$ cat src/design/iba_pkg.sv
// Package of the indexed block allocator: field widths, codes, defaults, command and status structs.
`default_nettype none

package iba_pkg;

   // Fixed field widths of the request and response beats.
   localparam int ID_W    = 7;
   localparam int CNT_F_W = 4;
   localparam int ST_W    = 2;
   localparam int BI_W    = 6;

   // Default geometry of the disk and the file table.
   localparam int DEF_NUM_BLOCKS      = 64;
   localparam int DEF_RESERVED_BLOCKS = 10;
   localparam int DEF_MAX_FILE_BLOCKS = 10;
   localparam int DEF_NUM_FILES       = 128;

   // Request kinds.
   localparam logic REQ_ADD = 1'b0;
   localparam logic REQ_DEL = 1'b1;

   // Response status codes.
   localparam logic [ST_W-1:0] ST_OK       = 2'd0;
   localparam logic [ST_W-1:0] ST_TAKEN    = 2'd1;
   localparam logic [ST_W-1:0] ST_NOSPACE  = 2'd2;
   localparam logic [ST_W-1:0] ST_NOTFOUND = 2'd3;

   // Commands from the controller to the datapath.
   typedef struct packed {
      logic clear_step;
      logic capture;
      logic reduce;
      logic table_rd;
      logic latch_code;
      logic alloc_step;
      logic list_rd;
      logic free_step;
      logic table_clr;
      logic load_err;
   } cmd_type;

   // Status from the datapath to the controller.
   typedef struct packed {
      logic clear_done;
      logic slot_ok;
      logic go_alloc;
      logic go_free;
      logic alloc_last;
      logic free_last;
      logic out_free;
   } sts_type;

endpackage

`default_nettype wire

$ cat src/design/iba_ctrl.sv
// Controller of the allocator: sequences clearing, lookup, allocation and release.
`default_nettype none

module iba_ctrl (
   input  wire logic             clock,
   input  wire logic             reset,
   input  wire logic             req_valid,
   output logic                  req_ready,
   input  wire iba_pkg::sts_type sts,
   output iba_pkg::cmd_type      cmd
);

   typedef enum logic [7:0] {
      S_CLEAR  = 8'b0000_0001,
      S_IDLE   = 8'b0000_0010,
      S_REDUCE = 8'b0000_0100,
      S_LOOKUP = 8'b0000_1000,
      S_ALLOC  = 8'b0001_0000,
      S_DEL_RD = 8'b0010_0000,
      S_DEL_CL = 8'b0100_0000,
      S_RESULT = 8'b1000_0000
   } state_type;

   state_type state_ff, state_in;

   // Next state and commands.
   always_comb begin
      state_in  = state_ff;
      cmd       = '0;
      req_ready = 1'b0;
      unique case (state_ff)
         S_CLEAR: begin
            cmd.clear_step = 1'b1;
            if (sts.clear_done) state_in = S_IDLE;
         end
         S_IDLE: begin
            req_ready = 1'b1;
            if (req_valid) begin
               cmd.capture = 1'b1;
               state_in    = S_REDUCE;
            end
         end
         S_REDUCE: begin
            cmd.reduce = 1'b1;
            if (sts.slot_ok) begin
               cmd.table_rd = 1'b1;
               state_in     = S_LOOKUP;
            end
         end
         S_LOOKUP: begin
            cmd.latch_code = 1'b1;
            if (sts.go_alloc) begin
               state_in = S_ALLOC;
            end else if (sts.go_free) begin
               state_in = S_DEL_RD;
            end else begin
               state_in = S_RESULT;
            end
         end
         S_ALLOC: begin
            if (sts.out_free) begin
               cmd.alloc_step = 1'b1;
               if (sts.alloc_last) state_in = S_IDLE;
            end
         end
         S_DEL_RD: begin
            cmd.list_rd = 1'b1;
            state_in    = S_DEL_CL;
         end
         S_DEL_CL: begin
            cmd.free_step = 1'b1;
            if (sts.free_last) begin
               cmd.table_clr = 1'b1;
               state_in      = S_RESULT;
            end else begin
               state_in = S_DEL_RD;
            end
         end
         S_RESULT: begin
            if (sts.out_free) begin
               cmd.load_err = 1'b1;
               state_in     = S_IDLE;
            end
         end
         default: state_in = S_CLEAR;
      endcase
   end

   // State register; reset starts the clearing pass of the file table.
   always_ff @(posedge clock) begin
      if (reset) begin
         state_ff <= S_CLEAR;
      end else begin
         state_ff <= state_in;
      end
   end

endmodule

`default_nettype wire

$ cat config.mk
export PLATFORM = sky130hd
export DESIGN_NAME = iba_ctrl
export DESIGN_NICKNAME = d
export VERILOG_FILES = /design/src/design/iba_pkg.sv /design/src/design/iba_ctrl.sv
export SDC_FILE = /design/constraint.sdc
export NUM_CORES = 1
export LEC_CHECK = 0
export ABC_AREA = 1
export BUFFER_PORTS_ARGS = -buffer_cell sky130_fd_sc_hd__buf_2
export CORE_MARGIN = 1.5
export CORE_UTILIZATION = 45
export CTS_BUF_LIST = sky130_fd_sc_hd__clkbuf_16
export DETAILED_ROUTE_END_ITERATION = 10
export GPL_TIMING_DRIVEN = 0
export MAX_ROUTING_LAYER = met4
export PLACE_DENSITY_LB_ADDON = 0.12
export REMOVE_ABC_BUFFERS = 1
export SLEW_MARGIN = 20
export SYNTH_ARGS = -nofsm -noshare
export SYNTH_HDL_FRONTEND = slang
export SYNTH_SLANG_ARGS = --single-unit
$ cat constraint.sdc
create_clock -name clock -period 3 [get_ports clock]
set_clock_uncertainty 0.15 [all_clocks]
set_input_delay 0.3 -clock clock [delete_from_list [all_inputs] [get_ports clock]]
set_output_delay 0.3 -clock clock [all_outputs]
set_load 0.02 [all_outputs]
==> out/metrics.csv, run 1 <==
stage,metric,value,unit
status,outcome,finished clean,
floorplan,core footprint,0.00128,mm^2
routing,routed length per placed instance,9.56,um
worst_setup_path,"Cell Chain, Critical Path","nor2_2, nand2_2, nor4_4, buf_2",
floorplan,Cell Rows,13,
routing,# DRC,0,
sta,Fin Setup TNS,0,ns
clock_tree,H-tree levels,1,
routing,final wirelength,1.33,mm
worst_setup_path,reg2reg path depth,8,
worst_setup_path,worst setup path startpoint,state_ff[4],
routing,1st-pass router iterations,5,
worst_setup_path,Worst Setup End Kind,output port,
sta,Worst-Margin Slew,0.351,ns
finish,most frequent cells in the layout,"inv_1, nand2_1, buf_2, nor2_1, nand3_1",
finish,utilization after layout,62.0,%
worst_setup_path,crit path buf inv count,1,
synthesis,area of the mapped netlist,611,um^2
worst_hold_path,Hold EP,state_ff[4],
worst_setup_path,slowest CP cell,dfxtp_1,
clock_tree,"Clk Latency, worst-skew pair",0.23,ns
finish,nets@finish,136,
worst_setup_path,"Data arrival, critical path",1.32,ns
place,post-DP HPWL,1.10,mm
place,placed cell area,722,um^2
sta,Tcrit/Tclk final,58.8,%
synthesis,Post-Syn Instances,102,
clock_tree,CTS resizes,0,
finish,"most common cell after layout, fill and taps aside",inv_1,
finish,biggest regs,state_ff: 8 flops,
synthesis,Yosys warning count,0,
worst_setup_path,R2R Setup Slk,1.62,ns
power,Final Total Pwr,0.482,mW
floorplan,die width,39.8,um
sta,"Slew Viols, Final",0,
floorplan,IO Count,21,
floorplan,Die Area,0.00159,mm^2
routing,Iteration-0 DRC Markers,13,
routing,via count,663,
synthesis,largest area contributor in the netlist,dfxtp_1,
routing,Antenna Nets Post-Route,0,
finish,largest register by flop count,state_ff,
global_routing,vias in the first global route,526,
floorplan,initial core utilization,47.5,%
worst_hold_path,Hold Crit Class,primary input to register,
routing,vias per cell,4.77,
sta,Final Hold Fails,0,
sta,final setup margin,1.23,ns
clock_tree,CTS max path bufs,2,
sta,RSZ-0062 raised after global routing,false,
worst_setup_path,Critical Path Start Type,register,
worst_setup_path,CP top delay family,simple AND/OR/NAND/NOR gates,
worst_hold_path,hold depth,2,
sta,Relative slew margins,76.5,%
global_routing,GRT overflow,0,
synthesis,Mean Syn Cell Area,5.99,um^2
global_routing,All-Layer GR Usage,21.8,%
clock_tree,CTS tree,built,
clock_tree,CTS Buf Count,3,
clock_tree,Post-CTS Setup Inserts,0,
clock_tree,Worst-path clk slew,0.04,ns
power,maximum VDD drop,605,uV
finish,Layout Cells excl Fill,139,
worst_setup_path,worst path required time,2.55,ns
clock_tree,clock root cell,clkbuf_16,
finish,post-route cell area,797,um^2
sta,WHS,0.144,ns
sta,final setup fails,0,
finish,layout cell share with drive strength beyond 1,33.1,%
place,PortBufs,20,
worst_setup_path,CP max stage delay,0.32,ns
worst_setup_path,reg2reg start,state_ff[3],
worst_setup_path,largest fanout on the critical path,5,
synthesis,Synth Register Bits,8,
global_routing,largest net degree at the start of global routing,6,
finish,number of diodes,0,
synthesis,post-synth top area share,26.2,%
power,Power Density,604,mW/mm^2
floorplan,chip height,39.8,um
finish,Area Overhead vs Synth,30.5,%
place,Placer Congestion,0.785,
sta,Tmin final,1.77,ns
place,cell total after placement,136,
clock_tree,CTS sink count,8,
synthesis,Area contributors post-synth,"dfxtp_1, inv_1, nand2_1",
place,Place WS,1.46,ns
clock_tree,hold_buf cts,0,
worst_hold_path,startpoint of the worst hold path,reset,
sta,Fmax,566,MHz
global_routing,first-pass GRT wire length,2.13,mm
power,total leakage power,0.466,nW
finish,max FFs per register,8,
job,Maximum Capacitance Violations,0,
global_routing,initial antenna violation count,0,
synthesis,"Seq/Total Area, Yosys",26.2,%
worst_setup_path,r2r endpoint,state_ff[1],
worst_setup_path,critical path class,register to output port,
synthesis,Synth cell types,17,
logic make-up (layout without fill, tap and decap cells):
logic type | after synthesis | in the layout | share of synthesized area, %
DFF | 8 | 8 | 26.2
buffers and inverters | 26 | 48 | 16.6
and+or+nand+nor | 64 | 64 | 53.9
AOI/OAI and AO/OA | 4 | 4 | 3.28
synth_stat cells:
cell type and number:
a21oi_1 3, inv_2 2, nand2_1 20, nand3b_1 1, buf_4 1, dfxtp_1 8, nor3_2 1, nor2_1 16
nor3_1 1, o21ai_0 1, nand3_2 3, nor2_2 6, nor4_4 1, nand4_1 1, nand3_1 9, nand2_2 5
inv_1 23
worst max path at each step:
stage                     slack (ns)      to  cells past startpoint
after floorplan                 1.36  cmd[1]                      5
after global placement          1.49  cmd[5]                      4
after detailed placement        1.46  cmd[5]                      4
after CTS                       1.22  cmd[5]                      4
after global routing            1.11  cmd[6]                      6
final                           1.23  cmd[5]                      4
power by group:
group | leakage [nW] | switching, mW | internal [mW]
Sequential | 0.0650 | 0.00859 | 0.117
Combinational | 0.364 | 0.0848 | 0.0477
Clock | 0.0370 | 0.0523 | 0.172
Total | 0.466 | 0.146 | 0.336
per-layer routing:
metal / vias to the layer above / global-route usage (%) / wire, um
li1: 353 / - / -
met1: 275 / 25.4 / 614
met2: 33 / 34.8 / 585
met3: 2 / 8.52 / 119
met4: 0 / 5.17 / 10
met5: - / - / 0
final cells by class:
type,instances,area [um^2]
fill,132,488
multi-input combinational,68,349
sequential,8,160
timing repair buffer,20,100
inverter,25,93.8
clock buffer,3,75.1
tap,15,18.8
No activity file was read; power rests on OpenSTA's default activity.
==> run 2: changes to the inputs <==
--- a/config.mk
+++ b/config.mk
@@ -8,7 +8,7 @@
 export ABC_AREA = 1
 export BUFFER_PORTS_ARGS = -buffer_cell sky130_fd_sc_hd__buf_2
 export CORE_MARGIN = 1.5
-export CORE_UTILIZATION = 45
+export CORE_UTILIZATION = 43
 export CTS_BUF_LIST = sky130_fd_sc_hd__clkbuf_16
 export DETAILED_ROUTE_END_ITERATION = 10
 export GPL_TIMING_DRIVEN = 0
==> constraint.sdc (replaced) <==
create_clock -name clock -period 1.6 [get_ports clock]
set_clock_uncertainty 0.15 [all_clocks]
set_input_delay 0.16 -clock clock [delete_from_list [all_inputs] [get_ports clock]]
set_output_delay 0.16 -clock clock [all_outputs]
set_load 0.02 [all_outputs]
==> out/metrics.csv, run 2 (synthesis gave the netlist of run 1 again) <==
stage,metric,value,unit
status,outcome,finished clean,
worst_setup_path,crit path buf inv count,3,
floorplan,chip height,40.7,um
routing,1st-pass router iterations,4,
global_routing,first-pass GRT wire length,2.15,mm
clock_tree,H-tree levels,1,
place,cell total after placement,136,
finish,fill count,124,
floorplan,die width,40.7,um
sta,Worst-Margin Slew,0.239,ns
sta,final setup fails,0,
sta,WHS,0.00133,ns
clock_tree,CTS max path bufs,2,
sta,Relative slew margins,83.9,%
power,Combinational Power Share,29.4,%
power,Switching Power,0.290,mW
clock_tree,CTS sink count,8,
routing,# DRC,0,
finish,utilization after layout,66.0,%
sta,Fmax,652,MHz
job,Maximum Capacitance Violations,0,
clock_tree,"Clk Latency, worst-skew pair",0.23,ns
finish,largest register by flop count,state_ff,
power,total leakage power,0.476,nW
routing,via count,685,
worst_setup_path,Critical Path Start Type,register,
place,Placer Congestion,0.786,
worst_setup_path,"Cell Chain, Critical Path","nor2_2, nand2_2, inv_4, nand4_1, inv_2, buf_4",
worst_setup_path,slowest CP cell,dfxtp_1,
routing,vias per cell,4.89,
worst_setup_path,"Data arrival, critical path",1.22,ns
power,switching share of power,31.2,%
sta,Final Hold Fails,0,
global_routing,initial antenna violation count,0,
global_routing,largest net degree at the start of global routing,6,
worst_setup_path,Worst Setup End Kind,output port,
finish,number of diodes,0,
worst_setup_path,CP top delay family,simple AND/OR/NAND/NOR gates,
finish,Multi-input gate area,389,um^2
clock_tree,hold_buf cts,0,
finish,biggest regs,state_ff: 8 flops,
floorplan,initial core utilization,46.3,%
floorplan,IO Count,21,
place,post-DP HPWL,1.08,mm
clock_tree,Worst-path clk slew,0.04,ns
clock_tree,CTS Buf Count,3,
finish,"most common cell after layout, fill and taps aside",inv_1,
clock_tree,clock root cell,clkbuf_16,
place,PortBufs,20,
power,Final Total Pwr,0.931,mW
floorplan,Cell Rows,13,
finish,most frequent cells in the layout,"inv_1, nand2_1, buf_2, nor2_1, nand3_1",
finish,nets@finish,137,
routing,routed length per placed instance,10.4,um
sta,Tcrit/Tclk final,95.8,%
power,Power Density,1070,mW/mm^2
floorplan,core footprint,0.00132,mm^2
finish,layout cell share with drive strength beyond 1,44.0,%
worst_setup_path,CP max stage delay,0.32,ns
power,Cell Int Power,0.641,mW
floorplan,Die Area,0.00165,mm^2
routing,Antenna Nets Post-Route,0,
worst_setup_path,largest fanout on the critical path,5,
finish,max FFs per register,8,
worst_setup_path,critical path class,register to output port,
clock_tree,CTS tree,built,
sta,Tmin final,1.53,ns
global_routing,GRT overflow,0,
routing,final wirelength,1.46,mm
power,share of power burned in the clock network,44.9,%
global_routing,All-Layer GR Usage,21.4,%
finish,Area Overhead vs Synth,42.4,%
global_routing,vias in the first global route,516,
sta,"Slew Viols, Final",0,
worst_hold_path,Hold Crit Class,primary input to register,
worst_setup_path,worst path required time,1.29,ns
sta,Fin Setup TNS,0,ns
finish,sequential cell area,164,um^2
power,sequential power share,25.7,%
sta,RSZ-0062 raised after global routing,true,
power,maximum VDD drop,542,uV
finish,Layout Cells excl Fill,140,
routing,Iteration-0 DRC Markers,13,
[run 2: cell count changes in the layout (fill, tap and decap cells not counted)]
| cell | previous run | this run |
|---|---|---|
| nor2_4 | 0 | 4 |
| nor2_1 | 16 | 10 |
| buf_4 | 0 | 5 |
| dfxtp_2 | 0 | 3 |
| nor2_2 | 6 | 8 |
| inv_1 | 23 | 21 |
| nand2_2 | 5 | 7 |
| buf_2 | 20 | 15 |
| buf_6 | 0 | 1 |
| dfxtp_1 | 8 | 5 |
| inv_4 | 0 | 2 |
| nand2_1 | 20 | 18 |
[run 2: metal layers]
metal	GRT usage, %	part of all wire [%]	wire, um	up-vias
met2	30.2	44	641	31
met4	12.5	2.6	38	0
met1	26.6	45	659	294
li1	-	-	-	356
met3	6.52	8.4	122	4
met5	-	0	0	-
[run 2: path summary, 6_finish.rpt]
path | startpoint | endpoint | slack, ns | cells past startpoint
setup / recovery | state_ff[0] | cmd[3] | 0.07 | 6
hold / removal | reset | state_ff[5] | 0.001 | 2
setup reg to reg | state_ff[1] | state_ff[0] | 0.21 | 7
hold reg to reg | state_ff[1] | state_ff[1] | 0.41 | 2
[run 2: timing repair]
action / in CTS / in global routing
pin swaps: 1 / 8
resized for setup: 1 / 24
endpoints found under the setup margin: 2 / 10
setup buffers: 1 / 0
[run 2: power by group through the flow]
stage,clock [mW],combinational (mW),sequential [mW]
2_1_floorplan,0,0.192,0.234
3_3_place_gp,0,0.244,0.238
3_5_place_dp,0,0.247,0.238
4_1_cts,0.421,0.251,0.236
5_1_grt,0.432,0.305,0.242
6_report,0.418,0.274,0.239
[run 2: final cells by class]
class | instances | area share, %
Multi-Input combinational cell | 68 | 44.7
Clock buffer | 3 | 8.63
Sequential cell | 8 | 18.8
Tap cell | 15 | 2.16
Inverter | 25 | 11.4
Timing Repair Buffer | 21 | 14.2
[run 2: through the flow]
stage	cell area (um^2)	setup slack [ns]
5_1_grt	870	-0.0214
3_5_place_dp	722	0.228
6_report	870	0.0669
4_1_cts	807	0.00357
3_3_place_gp	722	0.230
2_1_floorplan	603	0.104
==> run 3: changes to the inputs <==
--- a/config.mk
+++ b/config.mk
@@ -5,12 +5,12 @@
 export SDC_FILE = /design/constraint.sdc
 export NUM_CORES = 1
 export LEC_CHECK = 0
-export ABC_AREA = 1
+export ABC_AREA = 0
 export BUFFER_PORTS_ARGS = -buffer_cell sky130_fd_sc_hd__buf_2
-export CORE_MARGIN = 1.5
-export CORE_UTILIZATION = 43
+export CORE_AREA = 2 2 39 41
 export CTS_BUF_LIST = sky130_fd_sc_hd__clkbuf_16
 export DETAILED_ROUTE_END_ITERATION = 10
+export DIE_AREA = 0 0 41 43
 export GPL_TIMING_DRIVEN = 0
 export MAX_ROUTING_LAYER = met4
 export PLACE_DENSITY_LB_ADDON = 0.12
==> constraint.sdc (replaced) <==
create_clock -name clock -period 1.9 [get_ports clock]
set_clock_uncertainty 0.15 [all_clocks]
set_input_delay 0.19 -clock clock [delete_from_list [all_inputs] [get_ports clock]]
set_output_delay 0.19 -clock clock [all_outputs]
set_load 0.02 [all_outputs]
==> out/metrics.csv, run 3 <==
stage,metric,value,unit
routing,final wirelength,1.59,mm
global_routing,first-pass GRT wire length,2.48,mm
worst_setup_path,largest fanout on the critical path,3,
synthesis,Synth cell types,29,
synthesis,post-synth top area share,31.2,%
finish,sequential cell area,166,um^2
floorplan,initial core utilization,37.1,%
synthesis,Post-synth top cells,"nor2_1, dfxtp_1, and2_1, nor3_1, nor4_1",
worst_setup_path,worst path required time,1.87,ns
power,Power Density,902,mW/mm^2
clock_tree,"Clk Latency, worst-skew pair",0.23,ns
synthesis,XOR/XNOR Fraction of Synth Area,0,%
synthesis,Area contributors post-synth,"dfxtp_1, nor2_1, and2_1",
global_routing,largest net degree at the start of global routing,7,
worst_setup_path,reg2reg path depth,6,
routing,Iteration-0 DRC Markers,5,
finish,Layout Cells excl Fill,110,
sta,Tmin final,2.10,ns
synthesis,Mean Syn Cell Area,7.89,um^2
sta,final setup fails,12,
finish,"most common cell after layout, fill and taps aside",buf_2,
sta,Tcrit/Tclk final,111,%
clock_tree,CTS max path bufs,2,
sta,final setup margin,-0.201,ns
floorplan,die width,41,um
place,cell total after placement,99,
power,Combinational Power Share,27.6,%
worst_hold_path,hold depth,2,
clock_tree,CTS sink count,8,
sta,Worst-Margin Slew,0.337,ns
floorplan,IO Count,21,
finish,max FFs per register,8,
sta,Final Hold Fails,0,
worst_setup_path,critical path class,register to register,
synthesis,Synth Register Bits,8,
place,Placer Congestion,0.728,
global_routing,All-Layer GR Usage,22.0,%
finish,nets@finish,106,
finish,largest register by flop count,state_ff,
status,outcome,"finished, violations left",
power,share of power burned in the clock network,45.4,%
synthesis,Post-synth EDFFs,0,
power,Switching Power,0.226,mW
worst_hold_path,Hold Crit Class,primary input to register,
global_routing,initial antenna violation count,0,
sta,RSZ-0062 raised after global routing,true,
finish,biggest regs,state_ff: 8 flops,
synthesis,mux cell area share after synthesis,0,%
finish,fill count,124,
synthesis,Post-Syn Instances,65,
status,violated checks,setup timing,
synthesis,ys flop type,dfxtp_1,
routing,# DRC,0,
sta,"Slew Viols, Final",0,
clock_tree,clock root cell,clkbuf_16,
sta,WHS,0.0591,ns
finish,layout cell share with drive strength beyond 1,57.4,%
synthesis,Post-synth ARST share,0,%
global_routing,vias in the first global route,594,
clock_tree,CTS tree,built,
power,total leakage power,0.402,nW
global_routing,GRT overflow,0,
floorplan,Cell Rows,14,
synthesis,post-synthesis adder-cell area fraction,0,%
finish,number of diodes,0,
routing,routed length per placed instance,14.5,um
clock_tree,hold_buf cts,0,
synthesis,"Seq/Total Area, Yosys",31.2,%
finish,most frequent cells in the layout,"buf_2, nor2_1, buf_4, and2_1, dfxtp_2",
worst_setup_path,Critical Path Start Type,register,
routing,Antenna Nets Post-Route,0,
power,maximum VDD drop,919,uV
clock_tree,H-tree levels,1,
routing,1st-pass router iterations,4,
synthesis,Simple-Gate Fraction of Synth Area,54.1,%
worst_setup_path,"Data arrival, critical path",2.07,ns
clock_tree,Worst-path clk slew,0.04,ns
sta,Fmax,476,MHz
sta,Relative slew margins,77.3,%
floorplan,core footprint,0.00138,mm^2
synthesis,Yosys warning count,0,
synthesis,largest area contributor in the netlist,dfxtp_1,
power,switching share of power,28.7,%
routing,vias per cell,5.37,
routing,via count,591,
floorplan,Die Area,0.00176,mm^2
finish,Multi-input gate area,417,um^2
worst_setup_path,Worst Setup End Kind,register,
place,PortBufs,20,
clock_tree,CTS Buf Count,3,
power,sequential power share,27.0,%
place,post-DP HPWL,1.09,mm
power,Cell Int Power,0.560,mW
synthesis,Synth Area in Compound Gates,9.76,%
floorplan,chip height,43,um
finish,Area Overhead vs Synth,70.0,%
synthesis,most common cell in the netlist,nor2_1,
job,Maximum Capacitance Violations,0,
synthesis,largest family of logic cells by synthesized area,simple AND/OR/NAND/NOR gates,
synthesis,area of the mapped netlist,513,um^2
==> run 3: repair_timing <==
| item | in CTS | in global routing |
|---|---|---|
| setup endpoints to repair | 17 | 18 |
| buffers inserted | 7 | 1 |
| pin swaps | 8 | 6 |
| gates resized for setup | 17 | 12 |
==> run 3: final cells by class <==
type | instances | share of cell area (%)
Sequential cell | 8 | 19.1
Tap cell | 16 | 2.30
Clock buffer | 3 | 8.61
Multi-Input combinational cell | 52 | 47.8
Inverter | 3 | 1.87
Timing Repair Buffer | 28 | 20.4
==> run 3: cells by family (layout without fill, tap and decap cells) <==
| family | after synthesis | in the layout |
|---|---|---|
| AND/OR/NAND/NOR | 45 | 45 |
| flip-flops | 8 | 8 |
| AO/OA/AOI/OAI | 7 | 7 |
| buffers and inverters | 5 | 34 |
==> run 3: layer usage <==
| layer | track usage (%) | part of all wire [%] | up-vias |
|---|---|---|---|
| met5 | - | 0 | - |
| met1 | 24.0 | 41 | 275 |
| li1 | - | - | 297 |
| met4 | 10.0 | 1.1 | 0 |
| met2 | 34.1 | 53 | 16 |
| met3 | 7.85 | 4.5 | 3 |
==> run 3: worst paths after layout <==
kind	start	endpoint	slack, ns
worst max-delay path	state_ff[6]	state_ff[0]	-0.20
worst min register to register	state_ff[1]	state_ff[1]	0.37
worst max register to register	state_ff[6]	state_ff[0]	-0.20
worst min-delay path	reset	state_ff[6]	0.06
==> run 3: stage by stage <==
step / worst slack (ns) / util (%) / total power [mW] / setup TNS [ns] / area (um^2)
final: -0.201 / 63.0 / 0.786 / -1.44 / 872
after global routing: -0.261 / 63.0 / 0.823 / -2.32 / 872
after CTS: -0.178 / 59.0 / 0.776 / -1.53 / 817
after detailed placement: -0.479 / 44.8 / 0.352 / -2.15 / 621
after global placement: -0.477 / 44.8 / 0.352 / -1.95 / 621
after floorplan: -0.462 / - / 0.301 / -1.42 / 500
==> run 3: power groups by stage <==
stage / sequential (mW) / combinational (mW) / clock [mW]
2_1_floorplan: 0.200 / 0.101 / 0
3_5_place_dp: 0.205 / 0.147 / 0
4_1_cts: 0.205 / 0.206 / 0.366
5_1_grt: 0.215 / 0.234 / 0.374
3_3_place_gp: 0.206 / 0.146 / 0
6_report: 0.212 / 0.217 / 0.357
==> run 3: worst max-delay path, stage by stage, from the launching register on <==
cell and delay, ns:
dfxtp_2 0.31, or4_4 0.54, or4_4 0.46, clkinv_4 0.08
nor3_2 0.03, a31o_1 0.22, or2_1 0.20
